[src/hw/rtl/cppc_pkg.sv]
// ----------------------------------------------------------------------------
// cppc_pkg
// shared constants, codes and types of the convex polygon point classifier
// ----------------------------------------------------------------------------
package cppc_pkg;

  // store and coordinate sizing
  localparam int MAX_EDGES    = 16;
  localparam int COORD_BITS   = 16;

  // fixed port widths
  localparam int FIELD_W      = 16;
  localparam int CMD_W        = 2;
  localparam int PLACE_W      = 2;
  localparam int EDGES_HELD_W = 5;

  // derived widths
  localparam int IDX_W        = $clog2(MAX_EDGES);
  localparam int COUNT_W      = $clog2(MAX_EDGES + 1);
  localparam int DIFF_W       = COORD_BITS + 1;
  localparam int PROD_W       = 2 * DIFF_W;
  localparam int ENTRY_W      = 4 * COORD_BITS;

  // read, subtract, multiply stages ahead of the compare
  localparam int PIPE_LAT     = 3;
  localparam int DRAIN_W      = $clog2(PIPE_LAT);

  // command codes
  localparam logic [CMD_W-1:0] CMD_CLEAR    = 2'd0;
  localparam logic [CMD_W-1:0] CMD_APPEND   = 2'd1;
  localparam logic [CMD_W-1:0] CMD_CLASSIFY = 2'd2;

  // placement codes
  localparam logic [PLACE_W-1:0] PLACE_OUTSIDE = 2'd0;
  localparam logic [PLACE_W-1:0] PLACE_ON      = 2'd1;
  localparam logic [PLACE_W-1:0] PLACE_INSIDE  = 2'd2;

  typedef logic signed [COORD_BITS-1:0] coord_t;
  typedef logic signed [DIFF_W-1:0]     diff_t;
  typedef logic signed [PROD_W-1:0]     prod_t;

  typedef enum logic [1:0] {
    ST_IDLE,
    ST_WALK,
    ST_DRAIN,
    ST_DONE
  } ctl_state_t;

  // controller to datapath commands
  typedef struct packed {
    logic             accept;
    logic             classify;
    logic             set_full;
    logic             wr_en;
    logic             rd_en;
    logic [IDX_W-1:0] addr;
  } ctl_cmd_t;

  function automatic diff_t sext(input coord_t v);
    return diff_t'(v);
  endfunction

endpackage

[src/hw/rtl/convex_polygon_point_classify.sv]
// ----------------------------------------------------------------------------
// convex_polygon_point_classify
// point in convex polygon test against a store of directed edges
// ----------------------------------------------------------------------------
// a command is taken when start is high and busy is low; its result sits on
// placement, store_full and edges_held for exactly one cycle with done high,
// and there is no way to hold it off. clear, append and unknown commands give
// their result in the cycle after the transfer and a new command may be taken
// in that same cycle, so they run at one per cycle. a classify with edges
// stored gives done after the walk and the pipeline drain (with none stored,
// in the cycle after the transfer): the edges are read back from last to
// first, one per cycle, through a three stage read, subtract and multiply
// pipeline, and the walk always runs to the first edge even when an earlier
// edge has already decided. busy stays high in the walk and pipeline drain.
// ----------------------------------------------------------------------------
module convex_polygon_point_classify (
  input  logic                                clk,
  input  logic                                rst,
  input  logic                                start,
  output logic                                busy,
  input  logic [cppc_pkg::CMD_W-1:0]          command,
  input  logic signed [cppc_pkg::FIELD_W-1:0] edge_start_x,
  input  logic signed [cppc_pkg::FIELD_W-1:0] edge_start_y,
  input  logic signed [cppc_pkg::FIELD_W-1:0] edge_end_x,
  input  logic signed [cppc_pkg::FIELD_W-1:0] edge_end_y,
  input  logic signed [cppc_pkg::FIELD_W-1:0] point_x,
  input  logic signed [cppc_pkg::FIELD_W-1:0] point_y,
  output logic                                done,
  output logic [cppc_pkg::PLACE_W-1:0]        placement,
  output logic                                store_full,
  output logic [cppc_pkg::EDGES_HELD_W-1:0]   edges_held
);

  import cppc_pkg::*;

  // command bundle from sequencer to datapath
  ctl_cmd_t cmd;

  // sequencer: owns the edge count, the walk index and the result strobe
  cppc_ctrl u_ctrl (
    .clk        (clk),
    .rst        (rst),
    .start      (start),
    .command    (command),
    .busy       (busy),
    .done       (done),
    .edges_held (edges_held),
    .cmd        (cmd)
  );

  // datapath: edge store, cross products and the first-hit decision
  cppc_dp u_dp (
    .clk          (clk),
    .rst          (rst),
    .cmd          (cmd),
    .edge_start_x (edge_start_x),
    .edge_start_y (edge_start_y),
    .edge_end_x   (edge_end_x),
    .edge_end_y   (edge_end_y),
    .point_x      (point_x),
    .point_y      (point_y),
    .placement    (placement),
    .store_full   (store_full)
  );

endmodule

[src/hw/rtl/cppc_ram.sv]
// ----------------------------------------------------------------------------
// cppc_ram
// generic single write port, single read port ram with registered read
// ----------------------------------------------------------------------------
module cppc_ram #(
  parameter int WIDTH = 8,
  parameter int DEPTH = 16
) (
  input  logic                     clk,
  input  logic                     we,
  input  logic [$clog2(DEPTH)-1:0] waddr,
  input  logic [WIDTH-1:0]         wdata,
  input  logic                     re,
  input  logic [$clog2(DEPTH)-1:0] raddr,
  output logic [WIDTH-1:0]         rdata
);

  logic [WIDTH-1:0] mem [DEPTH];

  always_ff @(posedge clk) begin
    if (we) begin
      mem[waddr] <= wdata;
    end
    if (re) begin
      rdata <= mem[raddr];
    end
  end

endmodule

[src/hw/rtl/cppc_dp.sv]
// ----------------------------------------------------------------------------
// cppc_dp
// edge store, cross product pipeline and result registers
// ----------------------------------------------------------------------------
module cppc_dp (
  input  logic                                 clk,
  input  logic                                 rst,
  input  cppc_pkg::ctl_cmd_t                   cmd,
  input  logic signed [cppc_pkg::FIELD_W-1:0]  edge_start_x,
  input  logic signed [cppc_pkg::FIELD_W-1:0]  edge_start_y,
  input  logic signed [cppc_pkg::FIELD_W-1:0]  edge_end_x,
  input  logic signed [cppc_pkg::FIELD_W-1:0]  edge_end_y,
  input  logic signed [cppc_pkg::FIELD_W-1:0]  point_x,
  input  logic signed [cppc_pkg::FIELD_W-1:0]  point_y,
  output logic [cppc_pkg::PLACE_W-1:0]         placement,
  output logic                                 store_full
);

  import cppc_pkg::*;

  logic [ENTRY_W-1:0] wr_data;
  logic [ENTRY_W-1:0] rd_data;
  coord_t             px;
  coord_t             py;
  coord_t             sx;
  coord_t             sy;
  coord_t             ex;
  coord_t             ey;
  diff_t              dyp;
  diff_t              dxe;
  diff_t              dxp;
  diff_t              dye;
  prod_t              lhs;
  prod_t              rhs;
  logic               v1;
  logic               v2;
  logic               v3;
  logic               decided;

  // the low COORD_BITS bits of each field are stored, here the whole field
  assign wr_data = {edge_start_x[COORD_BITS-1:0], edge_start_y[COORD_BITS-1:0],
                    edge_end_x[COORD_BITS-1:0], edge_end_y[COORD_BITS-1:0]};

  cppc_ram #(
    .WIDTH (ENTRY_W),
    .DEPTH (MAX_EDGES)
  ) u_store (
    .clk   (clk),
    .we    (cmd.wr_en),
    .waddr (cmd.addr),
    .wdata (wr_data),
    .re    (cmd.rd_en),
    .raddr (cmd.addr),
    .rdata (rd_data)
  );

  assign sx = rd_data[4*COORD_BITS-1:3*COORD_BITS];
  assign sy = rd_data[3*COORD_BITS-1:2*COORD_BITS];
  assign ex = rd_data[2*COORD_BITS-1:COORD_BITS];
  assign ey = rd_data[COORD_BITS-1:0];

  // query point
  always_ff @(posedge clk) begin
    if (cmd.accept) begin
      px <= point_x[COORD_BITS-1:0];
      py <= point_y[COORD_BITS-1:0];
    end
  end

  // differences, then products
  always_ff @(posedge clk) begin
    dyp <= sext(py) - sext(sy);
    dxe <= sext(ex) - sext(sx);
    dxp <= sext(px) - sext(sx);
    dye <= sext(ey) - sext(sy);
    lhs <= dyp * dxe;
    rhs <= dxp * dye;
  end

  always_ff @(posedge clk) begin
    if (rst) begin
      v1 <= 1'b0;
      v2 <= 1'b0;
      v3 <= 1'b0;
    end else begin
      v1 <= cmd.rd_en;
      v2 <= v1;
      v3 <= v2;
    end
  end

  // first deciding edge wins, the rest of the walk drains unused
  always_ff @(posedge clk) begin
    if (rst) begin
      decided    <= 1'b0;
      placement  <= PLACE_OUTSIDE;
      store_full <= 1'b0;
    end else if (cmd.accept) begin
      decided    <= 1'b0;
      placement  <= cmd.classify ? PLACE_INSIDE : PLACE_OUTSIDE;
      store_full <= cmd.set_full;
    end else if (v3 && !decided) begin
      if (lhs == rhs) begin
        decided   <= 1'b1;
        placement <= PLACE_ON;
      end else if (lhs > rhs) begin
        decided   <= 1'b1;
        placement <= PLACE_OUTSIDE;
      end
    end
  end

endmodule

[src/hw/rtl/cppc_ctrl.sv]
// ----------------------------------------------------------------------------
// cppc_ctrl
// command sequencer: edge count, store walk and result strobe
// ----------------------------------------------------------------------------
module cppc_ctrl (
  input  logic                              clk,
  input  logic                              rst,
  input  logic                              start,
  input  logic [cppc_pkg::CMD_W-1:0]        command,
  output logic                              busy,
  output logic                              done,
  output logic [cppc_pkg::EDGES_HELD_W-1:0] edges_held,
  output cppc_pkg::ctl_cmd_t                cmd
);

  import cppc_pkg::*;

  ctl_state_t         state;
  ctl_state_t         state_next;
  logic [COUNT_W-1:0] count;
  logic [IDX_W-1:0]   idx;
  logic [DRAIN_W-1:0] drain;
  logic               accept;
  logic               is_full;
  logic               walk;

  assign busy    = (state == ST_WALK) || (state == ST_DRAIN);
  assign accept  = start && !busy;
  assign is_full = (count == COUNT_W'(MAX_EDGES));
  assign walk    = accept && (command == CMD_CLASSIFY) && (count != '0);

  // next state
  always_comb begin
    state_next = state;
    case (state)
      ST_IDLE, ST_DONE: begin
        if (accept) begin
          state_next = walk ? ST_WALK : ST_DONE;
        end else begin
          state_next = ST_IDLE;
        end
      end
      ST_WALK: begin
        if (idx == '0) begin
          state_next = ST_DRAIN;
        end
      end
      ST_DRAIN: begin
        if (drain == '0) begin
          state_next = ST_DONE;
        end
      end
      default: state_next = ST_IDLE;
    endcase
  end

  always_ff @(posedge clk) begin
    if (rst) begin
      state <= ST_IDLE;
      count <= '0;
      idx   <= '0;
      drain <= '0;
    end else begin
      state <= state_next;
      if (accept) begin
        case (command)
          CMD_CLEAR: count <= '0;
          CMD_APPEND: begin
            if (!is_full) begin
              count <= count + 1'b1;
            end
          end
          CMD_CLASSIFY: begin
            if (walk) begin
              idx <= IDX_W'(count - 1'b1);
            end
          end
          default: ;
        endcase
      end else if (state == ST_WALK) begin
        idx <= idx - 1'b1;
        if (idx == '0) begin
          drain <= DRAIN_W'(PIPE_LAT - 1);
        end
      end else if (state == ST_DRAIN) begin
        drain <= drain - 1'b1;
      end
    end
  end

  // outputs
  always_comb begin
    cmd.accept   = accept;
    cmd.classify = accept && (command == CMD_CLASSIFY);
    cmd.set_full = accept && (command == CMD_APPEND) && is_full;
    cmd.wr_en    = accept && (command == CMD_APPEND) && !is_full;
    cmd.rd_en    = (state == ST_WALK);
    cmd.addr     = (state == ST_WALK) ? idx : count[IDX_W-1:0];
    done         = (state == ST_DONE);
    edges_held   = EDGES_HELD_W'(count);
  end

endmodule

[config.mk]
export PLATFORM = sky130hd
export DESIGN_NAME = convex_polygon_point_classify
export DESIGN_NICKNAME = d
export VERILOG_FILES = /design/src/hw/rtl/cppc_pkg.sv /design/src/hw/rtl/convex_polygon_point_classify.sv /design/src/hw/rtl/cppc_ram.sv /design/src/hw/rtl/cppc_dp.sv /design/src/hw/rtl/cppc_ctrl.sv
export SDC_FILE = /design/constraint.sdc
export NUM_CORES = 2
export LEC_CHECK = 0
export ABC_AREA = 1
export BUFFER_PORTS_ARGS = -buffer_cell sky130_fd_sc_hd__clkbuf_2
export CORE_UTILIZATION = 60
export CTS_CLUSTER_SIZE = 28
export DETAILED_ROUTE_END_ITERATION = 10
export PLACE_DENSITY = 0.77
export SETUP_SLACK_MARGIN = 0.2
export SLEW_MARGIN = 10
export SYNTH_ARGS = -nofsm -noshare
export SYNTH_HDL_FRONTEND = slang
export SYNTH_SLANG_ARGS = --single-unit
export TNS_END_PERCENT = 5
[constraint.sdc]
create_clock -name clk -period 7.6 [get_ports clk]
set_clock_uncertainty 0.05 [all_clocks]
set_input_delay 1.14 -clock clk [delete_from_list [all_inputs] [get_ports clk]]
set_output_delay 1.14 -clock clk [all_outputs]
set_load 0.01 [all_outputs]
-- Word-level counts from Yosys, hierarchy flattened
Memory sizes are Yosys's and may differ from the RTL's. A register that Yosys moved wholly into a read port is not among the register bits.
Cells that the tools add are included.
- add/sub/neg operators: 8
- $mul: 2
- magnitude comparators: 1
- eq/ne operators: 12
- multiplexer cells: 23
- bitwise gates (word level): 1
- reductions and logical operators: 30
- operators with widths (operator ; count):
    $mul A17 B17 Y34 ; 2
    $sub A16 B16 Y17 ; 4
    $eq A34 B34 Y1 ; 1
    $gt A34 B34 Y1 ; 1
    $mux W2 ; 11
    $mux W4 ; 5
    $ne A2 B2 Y1 const B ; 5
    $pmux W5 S2 ; 1
    $reduce_bool A2 Y1 ; 5
    $reduce_and A3 Y1 ; 3
    $sub A4 B1 Y4 const B ; 2
    $logic_and A1 B1 Y1 ; 7
    $eq A2 B2 Y1 const B ; 3
    $logic_not A2 Y1 ; 3
    $pmux W2 S3 ; 1
    $reduce_and A2 Y1 ; 3
    $add A5 B1 Y5 const B ; 1
    $eq A5 B5 Y1 const B ; 1
    $mux W5 ; 1
    $reduce_bool A5 Y1 ; 1
    $eq A2 B1 Y1 const B ; 2
    $logic_not A4 Y1 ; 1
    $mux W1 ; 4
    $reduce_or A2 Y1 ; 2
    5 further kinds ; 7
- bits in registers: 188
- RAM bits: 1024
- output and inout bits: 10
- logic and storage cells: 96
- memories kept: 1
- memories (memory ; depth ; bits a word ; read ports ; clocked after memory_dff ; wr ports ; line ; source):
    u_dp.u_store.mem ; 16 ; 64 ; 1 ; 1 ; 1 ; cppc_ram.sv:18 ; logic [WIDTH-1:0] mem [DEPTH];

-- Logic depth before layout (Yosys ltp)
- word-level depth: 9
- gate-level depth with buffers: 31

-- Modules after synthesis
A second synthesis with hierarchy kept.
- cells, all modules: 8025
- area, all modules: 77212.8 sq um
- by module, submodules not included (module ; times used ; cells an instance ; area each (sq um) ; sequential area each (sq um)):
    cppc_ram ; 1 ; 4210 ; 45926.5 ; 32671.3
    cppc_dp ; 1 ; 3656 ; 30316.6 ; 3823.7
    cppc_ctrl ; 1 ; 159 ; 969.7 ; 260.2

-- Least setup slack after synthesis
No wires, ideal clock.
- path kind: register -> register
- from: register u_ctrl.state[0]
- to: memory u_dp.u_store.mem[0][0] (netlist bit), enable pin
- library setup time: 0.486 ns
- data arrival time: 6.015 ns
- setup slack: 1.048 ns
- stages on the path, launching flop included: 11
- buffers on the path: 3
- clock period less this slack: 6.552 ns
- path through: dfxtp_1 > ha_1 > inv_2 > nand2_2 > nand2_2 > nor2_2 > buf_2 > buf_2 > buf_4 > nand2_1 > nor2_1
- RTL lines (what ; line ; source):
    from (decl) ; cppc_ctrl.sv:18 ; ctl_state_t state;
    from (signal assigned) ; cppc_ctrl.sv:64 ; state <= state_next;
    to (decl) ; cppc_ram.sv:18 ;

-- Worst setup path after layout
- from: register u_dp.dxe[2]
- to: register u_dp.lhs[30]
- word-level cells in the longest chain between the ends: 1
- ends and longest elaborated chain (what ; line ; source):
    from (decl) ; cppc_dp.sv:30 ; diff_t dxe;
    from (signal assigned) ; cppc_dp.sv:73 ; dxe <= sext(ex) - sext(sx);
    $mul A17 B17 Y34 ; cppc_dp.sv:76 ; lhs <= dyp * dxe;
    to (signal assigned) ; cppc_dp.sv:76 ;
    to (decl) ; cppc_dp.sv:33 ; prod_t lhs;
Every way passes these cells.
A chain may end at the register's enable or synchronous reset.

==> results.tsv <==
stage	metric	value	unit
cells_and_area	regArea	36800	um2
cells_and_area	final_nets	6955	
setup_path	cp_cell_sequence	nand2_1 > inv_1 > fa_1 > fa_1 > fa_1 > fa_1 > fa_1 > fa_1 > ha_1 > nand2_1 > nor4_1 > nand3_1 > nand3_1 > xor2_1	
setup_path	cp.depth	14	
setup_path	crit_family	adder cells	
yosys	netlist.area_leader.share	0.476	
yosys	yosys-top-cells-area	sky130_fd_sc_hd__edfxtp_1 48%, sky130_fd_sc_hd__fa_1 17%, sky130_fd_sc_hd__inv_1 6.0%, sky130_fd_sc_hd__a22oi_1 5.4%, sky130_fd_sc_hd__ha_1 4.9%	
setup_path	worst_path_most_repeated_cell	sky130_fd_sc_hd__fa_1	
cells_and_area	multi_input_area	28500	um2
setup_path	rr_startpoint	u_dp.dxe[2]	
cells_and_area	fillerInstances	8316	
detailed_routing	avgViaCountPerCell	5.94	
grt	grt_overflow_total	0	
yosys	post_synthesis_async_set_or_reset_flop_share	0	
clocking	clockBufferDepth	3	
clocking	cts_tree	yes	
setup_path	crit_buf_inv	1	
die	die-width	345	um
detailed_routing	post-route-drc-count	0	
yosys	postSynthRegisterBits	1276	
timing	final.min_clock_period	6.31	ns
placement	io_buffer_count	110	
clocking	clock_tree.root_cell	sky130_fd_sc_hd__clkbuf_16	
grt	grt_start_max_net_pins	155	
timing	setup_ws	1.29	ns
setup_path	r2r_setup_slack	1.29	ns
job	max_cap_viol_count	0	
detailed_routing	antenna_left	0	
yosys	yosysUniqueCellTypes	48	
die	floorplan.die_area	119000	um2
yosys	synth_edf_count	1120	
setup_path	cp_slowest_cell	sky130_fd_sc_hd__fa_1	
clocking	cts.clk_slew.worst_paths	0.06	ns
yosys	synthesis.area	70700	um2
clocking	number_of_setup_buffers_added_after_cts	0	
grt	first_pass_grt_wire_length	269000	um
die	dieHeight	345	um
clocking	cts-buffers-inserted	130	
placement	post-place-ws	1.34	ns
cells_and_area	area_delta_synth_final	8.41	%
outcome	outcome	finished, final reports clean	
setup_path	crit_end	u_dp.lhs[30]	
cells_and_area	drive_gt1_frac	0.0613	
grt	number_of_antenna_violations_at_the_first_check_in_global_routing	21	
die	ios	111	
die	placement_rows	125	
clocking	clock_latency	0.74	ns
grt	first_global_vias	46312	
clocking	clk_sink_count	1276	
yosys	yosys_warnings	0	
detailed_routing	vias	45254	
yosys	post-synth-top-area-cell	sky130_fd_sc_hd__edfxtp_1	
placement	globalplace.congestion	0.946	
cells_and_area	final_core_util	0.658	
setup_path	regToRegEndpoint	u_dp.lhs[30]	
detailed_routing	routed_wire_length_per_instance	23.0	um
placement	dp_hpwl	114000	um
yosys	synthesis.area_per_instance	11.8	um2
detailed_routing	drt_pass1_iterations	6	
setup_path	slowest_delay	0.89	ns
timing	setup_viols_final	0	
timing	rsz_0062_raised_after_global_routing	false	
yosys	yosysSeqAreaShare	0.520	
setup_path	cp.arrival	6.92	ns
yosys	post_synth_inst_count	5976	
clocking	cts.repair.resized	0	
setup_path	timing.critical_path.required	8.21	ns
timing	slew_headroom	0.161	
grt	globalRouteTotalUtil	0.296	
timing	timing_worst_slew_pin_value	1.26	ns
timing	maxClockFrequency	0.159	GHz
clocking	post_cts_hold_buffer_count	0	
setup_path	depth_of_the_most_critical_reg_to_reg_path	14	
setup_path	criticalPathCategory	reg2reg	
setup_path	crit_fanout	17	
die	floorplan.initialDensity	0.607	
detailed_routing	first_iter_violations	4884	
setup_path	startpoint	u_dp.dxe[2]	
timing	period_share	0.830	
setup_path	worst_setup_path_start_kind	flop	
setup_path	critical_path.endpoint_type	flop	
timing	final_count_of_pins_violating_max_slew	0	
yosys	ys.flop_type	sky130_fd_sc_hd__edfxtp_1	
hold_path	worstHoldPathType	reg2reg	
timing	finalHoldViolations	0	
yosys	postSynthNetCount	6948	
timing	setup_total_negative_slack	0	ns
die	coreArea	117000	um2
detailed_routing	wl	175000	um
clocking	count_of_h_tree_levels_built_during_cts	4	
-- worst register-to-register path, stage by stage (launching register included) --
cell and delay (ns):
sky130_fd_sc_hd__dfxtp_1 0.83, sky130_fd_sc_hd__nand2_1 0.22, sky130_fd_sc_hd__inv_1 0.17, sky130_fd_sc_hd__fa_1 0.55
sky130_fd_sc_hd__fa_1 0.89, sky130_fd_sc_hd__fa_1 0.53, sky130_fd_sc_hd__fa_1 0.56, sky130_fd_sc_hd__fa_1 0.43
sky130_fd_sc_hd__fa_1 0.44, sky130_fd_sc_hd__ha_1 0.40, sky130_fd_sc_hd__nand2_1 0.15, sky130_fd_sc_hd__nor4_1 0.52
sky130_fd_sc_hd__nand3_1 0.21, sky130_fd_sc_hd__nand3_1 0.14, sky130_fd_sc_hd__xor2_1 0.14
-- cell families after synthesis --
family	Yosys count	share of synthesized area
xor gates and xnor gates	130	0.0161
AOI/OAI and AO/OA	1073	0.0967
buffers and inverters	1423	0.0787
and+or+nand+nor	1203	0.0713
DFF	1276	0.520
adders and majority gates	871	0.217
-- cells in the mapped netlist (17+ instances only) --
cell	instances
sky130_fd_sc_hd__inv_1	1139
sky130_fd_sc_hd__edfxtp_1	1120
sky130_fd_sc_hd__nand2_1	824
sky130_fd_sc_hd__fa_1	596
sky130_fd_sc_hd__a22oi_1	512
sky130_fd_sc_hd__a21oi_1	399
sky130_fd_sc_hd__ha_1	275
sky130_fd_sc_hd__clkbuf_1	182
sky130_fd_sc_hd__dfxtp_1	156
sky130_fd_sc_hd__nor2_1	141
sky130_fd_sc_hd__o21ai_0	88
sky130_fd_sc_hd__xor2_1	82
sky130_fd_sc_hd__buf_2	65
sky130_fd_sc_hd__or3_1	64
sky130_fd_sc_hd__or2_0	59
sky130_fd_sc_hd__nand3_1	52
sky130_fd_sc_hd__xnor2_1	48
sky130_fd_sc_hd__a21o_1	17
-- metal layers --
| metal | vias to the layer above | track usage | wire length, um |
|---|---|---|---|
| li1 | 19956 | - | - |
| met1 | 22493 | 0.385 | 67100 |
| met2 | 2354 | 0.485 | 84000 |
| met3 | 433 | 0.0586 | 16400 |
| met4 | 18 | 0.133 | 7400 |
| met5 | - | 0 | 111 |
-- cell type report --
cell class              count  share of cell area
flip-flops and latches   1276               0.479
multi-input cells        3277               0.372
inverters                1146              0.0562
clock buffers             160              0.0444
well taps                1524              0.0249
repair buffers            152              0.0131
clock inverters            74             0.00929
diodes                      6            0.000196
-- placed cells by master (no fill, tap or decap), types with 5 or more instances in the layout --
cell type	Yosys	routed
sky130_fd_sc_hd__o211ai_1	6	6
sky130_fd_sc_hd__dfxtp_1	156	156
sky130_fd_sc_hd__or2_0	59	59
sky130_fd_sc_hd__inv_6	0	7
sky130_fd_sc_hd__diode_2	0	6
sky130_fd_sc_hd__a21boi_0	9	9
sky130_fd_sc_hd__a22oi_1	512	512
sky130_fd_sc_hd__edfxtp_1	1120	1120
sky130_fd_sc_hd__clkinv_2	0	20
sky130_fd_sc_hd__xor2_1	82	82
sky130_fd_sc_hd__nor2_4	0	20
sky130_fd_sc_hd__a31oi_1	10	10
sky130_fd_sc_hd__clkbuf_16	0	131
sky130_fd_sc_hd__xnor2_1	48	48
sky130_fd_sc_hd__nand3b_1	6	6
sky130_fd_sc_hd__fa_1	596	596
sky130_fd_sc_hd__or2_1	5	5
sky130_fd_sc_hd__buf_4	10	31
sky130_fd_sc_hd__or2_2	10	10
sky130_fd_sc_hd__buf_12	0	11
sky130_fd_sc_hd__nor2_1	141	125
sky130_fd_sc_hd__a21o_1	17	17
sky130_fd_sc_hd__o21ai_0	88	88
sky130_fd_sc_hd__nor3_1	13	13
sky130_fd_sc_hd__inv_1	1139	1138
sky130_fd_sc_hd__o21bai_1	10	10
sky130_fd_sc_hd__bufinv_16	0	7
sky130_fd_sc_hd__nand3_1	52	52
sky130_fd_sc_hd__nand4_1	11	11
sky130_fd_sc_hd__clkbuf_1	182	27
sky130_fd_sc_hd__clkinv_1	0	29
sky130_fd_sc_hd__nor4_1	8	7
sky130_fd_sc_hd__clkbuf_2	0	110
sky130_fd_sc_hd__a21oi_1	399	399
sky130_fd_sc_hd__ha_1	275	274
sky130_fd_sc_hd__or3_1	64	64
sky130_fd_sc_hd__nand2_1	824	824
sky130_fd_sc_hd__a211oi_1	6	6
-- registers in the layout (all words and copies together), names as in the netlist --
signal              flops
u_dp.placement          2
u_dp.dxe               17
u_dp.py                16
u_ctrl.idx              4
u_dp.px                16
u_dp.v2                 1
u_ctrl.state            2
u_dp.rhs               34
u_dp.u_store.mem     1024
u_dp.decided            1
u_ctrl.drain            2
u_dp.v1                 1
u_dp.u_store.rdata     64
u_dp.dxp               17
u_dp.store_full         1
u_dp.v3                 1
u_dp.lhs               34
u_dp.dye               17
u_ctrl.edges_held       5
u_dp.dyp               17
-- worst min-delay path by stage --
stage,from,endpoint,slack (ns),cells after the start
after detailed placement,u_dp.v2,u_dp.v3,0.35,2
after CTS,u_dp.v2,u_dp.v3,0.36,2
final,u_dp.v2,u_dp.v3,0.36,2
after global routing,u_dp.v1,u_dp.v2,0.38,2
after floorplan,u_dp.v1,u_dp.v2,0.34,2
after global placement,u_dp.v1,u_dp.v2,0.34,2
-- stage by stage --
stage                     cell area, um2  instances  hold WS [ns]
final                              76700       7615         0.356
after global routing               76700       7614         0.382
after CTS                          76600       7609         0.362
after detailed placement           72500       7375         0.354
after global placement             72500       7375         0.342
after floorplan                    70700       5976         0.338
Power is not shown: default switching activity piles up to over one toggle a cycle in this logic, so the estimate is an artifact.
